`src/sv/fvtc_pkg.sv`:
```
// Package for the FAT volume type classifier.
// Holds the item types, the class codes and the fixed limits.
// No dependencies.
package fvtc_pkg;

  localparam int unsigned SectorBytesDefault = 512;
  localparam int unsigned DividendW = 32;
  localparam int unsigned SpcW = 8;
  localparam int unsigned MetaW = 25;
  localparam int unsigned RootW = 13;
  localparam int unsigned RootNumW = 22;
  localparam logic [DividendW-1:0] Fat12Limit = 32'd4085;
  localparam logic [DividendW-1:0] Fat16Limit = 32'd65525;
  localparam logic [5:0] DirEntryBytes = 6'd32;

  typedef enum logic [1:0] {
    CLASS_NONE  = 2'd0,
    CLASS_FAT12 = 2'd1,
    CLASS_FAT16 = 2'd2
  } vol_class_e;

  typedef struct packed {
    logic [15:0] sector_bytes_field;
    logic [7:0]  cluster_sectors;
    logic [15:0] reserved_count;
    logic [7:0]  fat_copies;
    logic [15:0] root_entry_count;
    logic [15:0] total_small;
    logic [15:0] fat_size;
    logic [31:0] total_large;
  } in_item_t;

  typedef struct packed {
    logic                 bad;
    logic [SpcW-1:0]      spc;
    logic [SpcW-1:0]      rem;
    logic [DividendW-1:0] dvd;
    logic [DividendW-1:0] quo;
  } cell_t;

endpackage

```
`src/sv/fvtc_if.sv`:
```
// Channel interfaces of the FAT volume type classifier.
// Carries valid, ready and the payload fields; no dependencies.
interface fvtc_in_if;
  logic        valid;
  logic        ready;
  logic [15:0] sector_bytes_field;
  logic [7:0]  cluster_sectors;
  logic [15:0] reserved_count;
  logic [7:0]  fat_copies;
  logic [15:0] root_entry_count;
  logic [15:0] total_small;
  logic [15:0] fat_size;
  logic [31:0] total_large;

  modport source (
    output valid, sector_bytes_field, cluster_sectors, reserved_count, fat_copies,
           root_entry_count, total_small, fat_size, total_large,
    input  ready
  );
  modport sink (
    input  valid, sector_bytes_field, cluster_sectors, reserved_count, fat_copies,
           root_entry_count, total_small, fat_size, total_large,
    output ready
  );
endinterface

interface fvtc_out_if;
  logic       valid;
  logic       ready;
  logic [1:0] volume_class;

  modport source (output valid, volume_class, input ready);
  modport sink (input valid, volume_class, output ready);
endinterface

```
`src/sv/fvtc_front.sv`:
```
// Front stages: field checks, root directory size, metadata area and data sectors.
// Depends on fvtc_pkg; feeds the first divider cell.
module fvtc_front import fvtc_pkg::*; #(
  parameter int unsigned SECTOR_BYTES = SectorBytesDefault
) (
  input  logic     clk_i,
  input  logic     rst_ni,
  input  logic     en_i,
  input  logic     valid_i,
  input  in_item_t item_i,
  output logic     valid_o,
  output cell_t    cell_o
);

  localparam int unsigned RootShift = RootNumW + $clog2(SECTOR_BYTES);
  localparam logic [63:0] RootMul64 =
      ((64'd1 << RootShift) + 64'(SECTOR_BYTES) - 64'd1) / 64'(SECTOR_BYTES);
  localparam logic [RootNumW:0] RootMul = RootMul64[RootNumW:0];
  localparam logic [RootNumW-1:0] RootBias = RootNumW'(SECTOR_BYTES - 1);
  localparam int unsigned ProdW = 2 * RootNumW + 1;

  logic                 v1_q, v2_q, v3_q;
  logic                 bad1_d, bad1_q, bad2_q;
  logic [DividendW-1:0] tot1_d, tot1_q, tot2_q;
  logic [15:0]          rsv1_q;
  logic [23:0]          fprod1_q;
  logic [ProdW-1:0]     rprod1_q;
  logic [SpcW-1:0]      spc1_q, spc2_q;
  logic [RootNumW-1:0]  root_num;
  logic [RootW-1:0]     root_secs;
  logic [MetaW-1:0]     meta2_d, meta2_q;
  cell_t                cell3_d, cell3_q;

  always_comb begin
    tot1_d = (item_i.total_small != 16'd0) ? {16'd0, item_i.total_small} : item_i.total_large;
    bad1_d = (item_i.sector_bytes_field != 16'(SECTOR_BYTES)) ||
             (item_i.cluster_sectors == 8'd0) || (item_i.reserved_count == 16'd0) ||
             (item_i.fat_copies == 8'd0) || (item_i.fat_size == 16'd0) ||
             (item_i.root_entry_count == 16'd0) || (tot1_d == '0);
    root_num = RootNumW'({item_i.root_entry_count, 5'd0}) + RootBias;
  end

  always_comb begin
    root_secs = RootW'(rprod1_q >> RootShift);
    meta2_d = MetaW'(rsv1_q) + MetaW'(fprod1_q) + MetaW'(root_secs);
  end

  always_comb begin
    cell3_d.bad = bad2_q || ({7'd0, meta2_q} >= tot2_q);
    cell3_d.spc = spc2_q;
    cell3_d.rem = '0;
    cell3_d.dvd = tot2_q - DividendW'(meta2_q);
    cell3_d.quo = '0;
  end

  always_ff @(posedge clk_i or negedge rst_ni) begin
    if (!rst_ni) begin
      v1_q <= 1'b0;
      v2_q <= 1'b0;
      v3_q <= 1'b0;
    end else if (en_i) begin
      v1_q <= valid_i;
      v2_q <= v1_q;
      v3_q <= v2_q;
    end
  end

  always_ff @(posedge clk_i) begin
    if (en_i) begin
      bad1_q   <= bad1_d;
      tot1_q   <= tot1_d;
      rsv1_q   <= item_i.reserved_count;
      fprod1_q <= {16'd0, item_i.fat_copies} * {8'd0, item_i.fat_size};
      rprod1_q <= {{(RootNumW+1){1'b0}}, root_num} * {{RootNumW{1'b0}}, RootMul};
      spc1_q   <= item_i.cluster_sectors;
      bad2_q   <= bad1_q;
      tot2_q   <= tot1_q;
      meta2_q  <= meta2_d;
      spc2_q   <= spc1_q;
      cell3_q  <= cell3_d;
    end
  end

  assign valid_o = v3_q;
  assign cell_o  = cell3_q;

endmodule

```
`src/sv/fvtc_div_cell.sv`:
```
// One cell of the restoring divider row: produces one quotient bit per item.
// Depends on fvtc_pkg.
module fvtc_div_cell import fvtc_pkg::*; (
  input  logic  clk_i,
  input  logic  rst_ni,
  input  logic  en_i,
  input  logic  valid_i,
  input  cell_t cell_i,
  output logic  valid_o,
  output cell_t cell_o
);

  logic          valid_q;
  cell_t         cell_d, cell_q;
  logic [SpcW:0] trial;
  logic          fits;

  always_comb begin
    trial = {cell_i.rem, cell_i.dvd[DividendW-1]};
    fits = trial >= {1'b0, cell_i.spc};
    cell_d.bad = cell_i.bad;
    cell_d.spc = cell_i.spc;
    cell_d.rem = fits ? SpcW'(trial - {1'b0, cell_i.spc}) : trial[SpcW-1:0];
    cell_d.dvd = {cell_i.dvd[DividendW-2:0], 1'b0};
    cell_d.quo = {cell_i.quo[DividendW-2:0], fits};
  end

  always_ff @(posedge clk_i or negedge rst_ni) begin
    if (!rst_ni) begin
      valid_q <= 1'b0;
    end else if (en_i) begin
      valid_q <= valid_i;
    end
  end

  always_ff @(posedge clk_i) begin
    if (en_i) begin
      cell_q <= cell_d;
    end
  end

  assign valid_o = valid_q;
  assign cell_o  = cell_q;

endmodule

```
`src/sv/fat_volume_type_classifier.sv`:
```
// FAT volume type classifier, top level: front stages, divider row and output register.
// One transaction per cycle is accepted while the output register is free or taken.
// The whole pipeline advances together whenever the output register is free or taken.
// Reset clears all valid flags asynchronously; no item is in flight afterwards.
// Depends on fvtc_pkg, fvtc_if, fvtc_front and fvtc_div_cell.
module fat_volume_type_classifier import fvtc_pkg::*; #(
  parameter int unsigned SECTOR_BYTES = SectorBytesDefault
) (
  input  logic              clk_i,
  input  logic              rst_ni,
  fvtc_in_if.sink           in_i,
  fvtc_out_if.source        out_o
);

  logic       en;
  in_item_t   item;
  logic       chain_valid [DividendW+1];
  cell_t      chain_cell  [DividendW+1];
  cell_t      last;
  logic       out_valid_q;
  logic [1:0] class_d, class_q;

  assign en = !out_valid_q || out_o.ready;
  assign in_i.ready = en;

  always_comb begin
    item.sector_bytes_field = in_i.sector_bytes_field;
    item.cluster_sectors    = in_i.cluster_sectors;
    item.reserved_count     = in_i.reserved_count;
    item.fat_copies         = in_i.fat_copies;
    item.root_entry_count   = in_i.root_entry_count;
    item.total_small        = in_i.total_small;
    item.fat_size           = in_i.fat_size;
    item.total_large        = in_i.total_large;
  end

  fvtc_front #(.SECTOR_BYTES(SECTOR_BYTES)) u_front (
    .clk_i   (clk_i),
    .rst_ni  (rst_ni),
    .en_i    (en),
    .valid_i (in_i.valid),
    .item_i  (item),
    .valid_o (chain_valid[0]),
    .cell_o  (chain_cell[0])
  );

  for (genvar k = 0; k < DividendW; k++) begin : g_cell
    fvtc_div_cell u_cell (
      .clk_i   (clk_i),
      .rst_ni  (rst_ni),
      .en_i    (en),
      .valid_i (chain_valid[k]),
      .cell_i  (chain_cell[k]),
      .valid_o (chain_valid[k+1]),
      .cell_o  (chain_cell[k+1])
    );
  end

  assign last = chain_cell[DividendW];

  always_comb begin
    if (last.bad) begin
      class_d = CLASS_NONE;
    end else if (last.quo < Fat12Limit) begin
      class_d = CLASS_FAT12;
    end else if (last.quo < Fat16Limit) begin
      class_d = CLASS_FAT16;
    end else begin
      class_d = CLASS_NONE;
    end
  end

  always_ff @(posedge clk_i or negedge rst_ni) begin
    if (!rst_ni) begin
      out_valid_q <= 1'b0;
    end else if (en) begin
      out_valid_q <= chain_valid[DividendW];
    end
  end

  always_ff @(posedge clk_i) begin
    if (en) begin
      class_q <= class_d;
    end
  end

  assign out_o.valid        = out_valid_q;
  assign out_o.volume_class = class_q;

endmodule

```
`src/flat_wrapper.sv`:
```
// flat-port wrapper written by rule: the top's interface ports become plain ports
module fat_volume_type_classifier_flat import fvtc_pkg::*;
#(
  parameter int unsigned SECTOR_BYTES = SectorBytesDefault
)
  (clk_i, rst_ni, in_i_valid, in_i_sector_bytes_field, in_i_cluster_sectors, in_i_reserved_count, in_i_fat_copies, in_i_root_entry_count, in_i_total_small, in_i_fat_size, in_i_total_large, in_i_ready, out_o_valid, out_o_volume_class, out_o_ready);
  fvtc_in_if in_i_i ();
  fvtc_out_if out_o_i ();
  input  logic clk_i;
  input  logic rst_ni;
  input wire logic [$bits(in_i_i.valid)-1:0] in_i_valid;
  input wire logic [$bits(in_i_i.sector_bytes_field)-1:0] in_i_sector_bytes_field;
  input wire logic [$bits(in_i_i.cluster_sectors)-1:0] in_i_cluster_sectors;
  input wire logic [$bits(in_i_i.reserved_count)-1:0] in_i_reserved_count;
  input wire logic [$bits(in_i_i.fat_copies)-1:0] in_i_fat_copies;
  input wire logic [$bits(in_i_i.root_entry_count)-1:0] in_i_root_entry_count;
  input wire logic [$bits(in_i_i.total_small)-1:0] in_i_total_small;
  input wire logic [$bits(in_i_i.fat_size)-1:0] in_i_fat_size;
  input wire logic [$bits(in_i_i.total_large)-1:0] in_i_total_large;
  output wire logic [$bits(in_i_i.ready)-1:0] in_i_ready;
  output wire logic [$bits(out_o_i.valid)-1:0] out_o_valid;
  output wire logic [$bits(out_o_i.volume_class)-1:0] out_o_volume_class;
  input wire logic [$bits(out_o_i.ready)-1:0] out_o_ready;
  assign in_i_i.valid = in_i_valid;
  assign in_i_i.sector_bytes_field = in_i_sector_bytes_field;
  assign in_i_i.cluster_sectors = in_i_cluster_sectors;
  assign in_i_i.reserved_count = in_i_reserved_count;
  assign in_i_i.fat_copies = in_i_fat_copies;
  assign in_i_i.root_entry_count = in_i_root_entry_count;
  assign in_i_i.total_small = in_i_total_small;
  assign in_i_i.fat_size = in_i_fat_size;
  assign in_i_i.total_large = in_i_total_large;
  assign in_i_ready = in_i_i.ready;
  assign out_o_valid = out_o_i.valid;
  assign out_o_volume_class = out_o_i.volume_class;
  assign out_o_i.ready = out_o_ready;
  fat_volume_type_classifier #(.SECTOR_BYTES(SECTOR_BYTES)) u_core (.clk_i(clk_i), .rst_ni(rst_ni), .in_i(in_i_i), .out_o(out_o_i));
endmodule
```
`config.mk`:
```
export PLATFORM = sky130hd
export DESIGN_NAME = fat_volume_type_classifier_flat
export DESIGN_NICKNAME = d
export VERILOG_FILES = /design/src/sv/fvtc_pkg.sv /design/src/sv/fvtc_if.sv /design/src/sv/fvtc_front.sv /design/src/sv/fvtc_div_cell.sv /design/src/sv/fat_volume_type_classifier.sv /design/src/flat_wrapper.sv
export SDC_FILE = /design/constraint.sdc
export NUM_CORES = 2
export LEC_CHECK = 0
export BUFFER_PORTS_ARGS = -buffer_cell sky130_fd_sc_hd__buf_2
export CORE_MARGIN = 2
export CORE_UTILIZATION = 30
export DETAILED_ROUTE_END_ITERATION = 10
export GPL_TIMING_DRIVEN = 0
export SLEW_MARGIN = 20
export SYNTH_ARGS = -nofsm -noshare
export SYNTH_HDL_FRONTEND = slang
export SYNTH_HIERARCHICAL = 1
export SYNTH_SLANG_ARGS = --single-unit
```
`constraint.sdc`:
```
create_clock -name clk_i -period 75.2 [get_ports clk_i]
set_clock_uncertainty 0.1 [all_clocks]
set_input_delay 3.76 -clock clk_i [delete_from_list [all_inputs] [get_ports clk_i]]
set_output_delay 3.76 -clock clk_i [all_outputs]
set_load 0.005 [all_outputs]
```
# Word-level counts from Yosys, hierarchy flattened
# Cells that the tools add are included.
# totals
regBits,1800
elab_cells,332
# classes
multipliers,1
n_eq_ne,1
n_reduce_logical,17
magnitude_cmp,35
mux,34
addsub,35
# ops
cell,count
greater-or-equal comparator 9 x 8 -> 1 bit,31
two-way mux 8 bit,30
subtractor 8 bit,30
logical NOT 16 bit,3
greater-or-equal comparator 25 x 32 -> 1 bit,1
logical NOT 32 bit,1
"< comparator 32 x 12 -> 1 bit, second input constant",1
"< comparator 32 x 16 -> 1 bit, second input constant",1
two-way mux 32 bit,1
subtractor 32 x 25 -> 32 bit,1
adder 16 x 24 -> 25 bit,1
adder 25 x 13 -> 25 bit,1
multiplier 8 x 16 -> 24 bit,1
"adder 21 x 9 -> 22 bit, second input constant",1
logical NOT 8 bit,2
"inequality test 16 x 10 -> 1 bit, second input constant",1
nonzero test 16 bit,1
greater-or-equal comparator 1 x 8 -> 1 bit,1
logical OR 1 bit,8
subtractor 1 x 8 -> 8 bit,1
two-way mux 1 bit,2
two-way mux 2 bit,1
OR reduction 2 bit,1
logical NOT 1 bit,1

# Depth between registers and ports, before layout
# logic_depth
ltp_word,7
depth_mapped,19
depth_no_buf,17

# By module
# The synthesis kept the hierarchy.
# by_module_without_submodules
mod,cells_each,area_per_inst_um2,n_inst,seq_area_each_um2
fvtc_div_cell at u_core.g_cell[0].u_cell ...,150,2989.1,21,2427.3
fvtc_div_cell at u_core.g_cell[22].u_cell ...,153,2970.3,10,2427.3
fvtc_front,1251,14271.2,1,6110.9
fvtc_div_cell at u_core.g_cell[31].u_cell,152,2969.1,1,2427.3
fat_volume_type_classifier,21,200.2,1,85.1

# Worst setup path after synthesis
# Ideal clock, no wire load.
# synth_path
path_type,input to register
from,input out_o_ready
to,register u_core.g_cell[0].u_cell.valid_q
t_arrival_ns,78.339
setup_slack_ns,-3.496
path_stages,2
setup_time_ns,0.257
path_cell_list,nand2b_1 > mux2_2
# synth_between
elab_chain_cells,1
# synth_rtl
element,line_no,source
from (decl),flat_wrapper.sv:23,input wire logic [$bits(out_o_i.ready)-1:0] out_o_ready;
logical OR 1 bit,fat_volume_type_classifier.sv:23,assign en = !out_valid_q || out_o.ready;
to (signal assigned),fvtc_div_cell.sv:32,valid_q <= valid_i;
to (decl),fvtc_div_cell.sv:13,logic valid_q;
# No other way between the ends.
# A chain may end at the register's enable or synchronous reset.

# Final worst setup path
# layout_path
from,input out_o_ready
to,output in_i_ready
# layout_between
elab_chain_cells,1
# layout_rtl
element,line_no,source
logical OR 1 bit,fat_volume_type_classifier.sv:23,
to (decl),flat_wrapper.sv:20,output wire logic [$bits(in_i_i.ready)-1:0] in_i_ready;
# No other way between the ends.

==> out/metrics.yaml <==
status:
  status: "finished clean"
floorplanning:
  die_area_um2: 267000
  die_w_um: 516
  placementRows: 188
  ios: 136
  die_y_um: 516
  coreArea_um2: 262000
  start_util_pct: 30.1
power:
  p_comb_share_pct: 39.5
  p_leak_uw: 0.0344
  clockPowerShare_pct: 19.4
  p_sw_share_pct: 32.2
  power_uw: 4560
  p_sw_uw: 1470
  seqPwrFrac_pct: 41.2
  p_per_area_nw_per_um2: 50.3
  power.internal_uw: 3090
  ir_drop_mv: 0.0254
setup_path:
  worstPathRequired_ns: 71.34
  critPathKind: "in -> out"
  worstPathMaxFanout: 54
  path_common_cell: "buf_16"
  crit_chain: "buf_2, nand2b_4, buf_16, buf_16, buf_16, buf_16, buf_16, buf_2"
  crit_slowest_cell: "nand2b_4"
  cp.arrival_ns: 6.07
  critPathCaptureType: "output port"
  max_stage_delay_ns: 0.41
  start_kind: "input pin"
clock_network:
  clk_path_buf_depth: 3
  ctsHoldBuffers: 0
  cts_tree: "built"
  cts_setup_buffers: 0
  numCtsBuffers: 181
  insertion_delay_ns: 0.79
  cts_root_buf: "clkbuf_16"
  clkTransAtPathRegs_ns: 0.06
  htree_levels: 4
  cts_sinks: 1791
  post_cts_resized: 0
drt:
  antenna_left: 0
  dr_total_vias: 39500
  firstDrtPassIters: 8
  vias_per_cell: 4.40
  wl_um: 124000
  drt-wirelength-per-cell_um: 13.9
  drtIter0Drc: 2450
  drcViolationCount: 0
sta:
  period_needed_ns: 9.93
  slew_viol_final: 0
  whs_ns: 0.285
  grt_setup_unrepaired: "false"
  setup_viol: 0
  hold_viol: 0
  finalCritPeriodShare_pct: 13.2
  max_slew_margin_pct: 47.5
  max_slew.worst_pin.slew_ns: 0.787
  max_freq_mhz: 101
  finalSetupTns_ns: 0
finish:
  areaGrowthSynthToFinish_pct: 15.1
  fillerInstances: 24700
  finalInstanceArea_um2: 90700
  drive_gt1_share_pct: 15.7
  multi_input_area_um2: 22400
  ff_latch_area_um2: 53600
  utilization_pct: 34.6
  fin_nets: 5928
place:
  dp_hpwl_um: 85900
  portBuffers: 135
  place_area_um2: 84800
  globalplace.congestion: 0.863
hold_path:
  hold_class: "reg -> reg"
grt:
  grt_max_degree: 62
  grt_use_total_pct: 9.33
  grt-ovfl-total: 0
  antenna_found_initial: 7
  grt_pass1_wl_um: 205000
  grt_pass1_vias: 40700
synth:
  synth_warnings: 6
  synthesis.area_um2: 78800
  syn_area_per_cell_um2: 15.9
  syn-instance-count: 4962
job:
  cap_viol_max_count: 0
==> final cells by class <==
cell class	instances	share of cell area (%)
tap	3515	4.85
inverter	548	2.27
antenna	6	0.0166
sequential	1791	59.1
timing repair buffer	170	1.74
clock inverter	108	1.30
multi-input combinational	2535	24.7
buffer	95	0.816
clock buffer	215	5.16
==> worst max-delay path, delay by kind of cell <==
kind	cells	cell delay, ns
buffers and inverters	7	1.70
and+or+nand+nor	1	0.41
==> sequential cells by signal, summed over array words and instances (netlist names) <==
| name | count |
|---|---|
| u_core/u_front/valid_o | 1 |
| u_core/out_o.valid | 1 |
| u_core/u_front/bad2_q | 1 |
| u_core/u_front/tot2_q | 32 |
| u_core/u_front/cell_o | 41 |
| u_core/u_front/tot1_q | 32 |
| u_core/u_front/spc2_q | 8 |
| u_core/u_front/bad1_q | 1 |
| u_core/g_cell.u_cell/valid_o | 32 |
| u_core/u_front/v2_q | 1 |
| u_core/u_front/rprod1_q | 13 |
| u_core/u_front/spc1_q | 8 |
| u_core/g_cell.u_cell/cell_o | 1552 |
| u_core/u_front/v1_q | 1 |
| u_core/u_front/meta2_q | 25 |
| u_core/out_o.volume_class | 2 |
| u_core/u_front/rsv1_q | 16 |
| u_core/u_front/fprod1_q | 24 |
==> path summary, 6_finish.rpt <==
check	start	end	slack, ns	cells after the start
hold / removal	u_core/g_cell[11].u_cell/cell_o[46]	u_core/g_cell[12].u_cell/cell_o[47]	0.29	0
hold reg to reg	u_core/g_cell[11].u_cell/cell_o[46]	u_core/g_cell[12].u_cell/cell_o[47]	0.29	0
max in group asynchronous	rst_ni	u_core/g_cell[22].u_cell/valid_o	71.52	1
min in group asynchronous	rst_ni	u_core/g_cell[26].u_cell/valid_o	2.97	1
setup / recovery	out_o_ready	in_i_ready	65.27	8
setup reg to reg	u_core/u_front/rsv1_q[1]	u_core/u_front/meta2_q[21]	71.60	11
==> metrics by stage <==
step                setup WS (ns)  instances
floorplan                   23.30       4969
global placement             4.16       8619
detailed placement          65.22       8654
CTS                         65.21       8977
global route                65.04       8983
finish                      65.27       8983
==> power by group through the flow <==
stage,clock (µW),sequential [µW],combinational (µW)
2_1_floorplan,0,2360,1450
3_3_place_gp,0,2600,1740
3_5_place_dp,0,1900,1790
4_1_cts,919,1890,1810
5_1_grt,958,1930,1990
6_report,882,1880,1800
==> layer usage <==
layer  wire, µm  up-vias  track usage, %
met1      55000    19300            11.6
li1           -    19300               -
met5          0        -               0
met2      60500      662            15.8
met3       4690      270            1.89
met4       4240        0            3.92
==> cell usage in the layout (no fill, tap or decap), drive strengths merged, types with 21 or more instances in the layout <==
| master | n |
|---|---|
| a2111oi | 25 |
| a211o | 21 |
| a211oi | 59 |
| a21o | 133 |
| a21oi | 146 |
| a311o | 32 |
| a31oi | 38 |
| and2 | 129 |
| buf | 247 |
| clkbuf | 233 |
| clkinv | 65 |
| dfrtp | 36 |
| edfxtp | 1755 |
| fa | 130 |
| ha | 344 |
| inv | 563 |
| mux2 | 211 |
| mux2i | 63 |
| nand2 | 118 |
| nand2b | 48 |
| nand3 | 82 |
| nor2 | 155 |
| nor2b | 39 |
| nor3 | 111 |
| nor3b | 33 |
| nor4 | 73 |
| o21a | 62 |
| o21ai | 124 |
| o311a | 21 |
| o31a | 34 |
| xnor2 | 128 |
| xor2 | 38 |
Note: power is estimated with default switching activity, not from simulation.
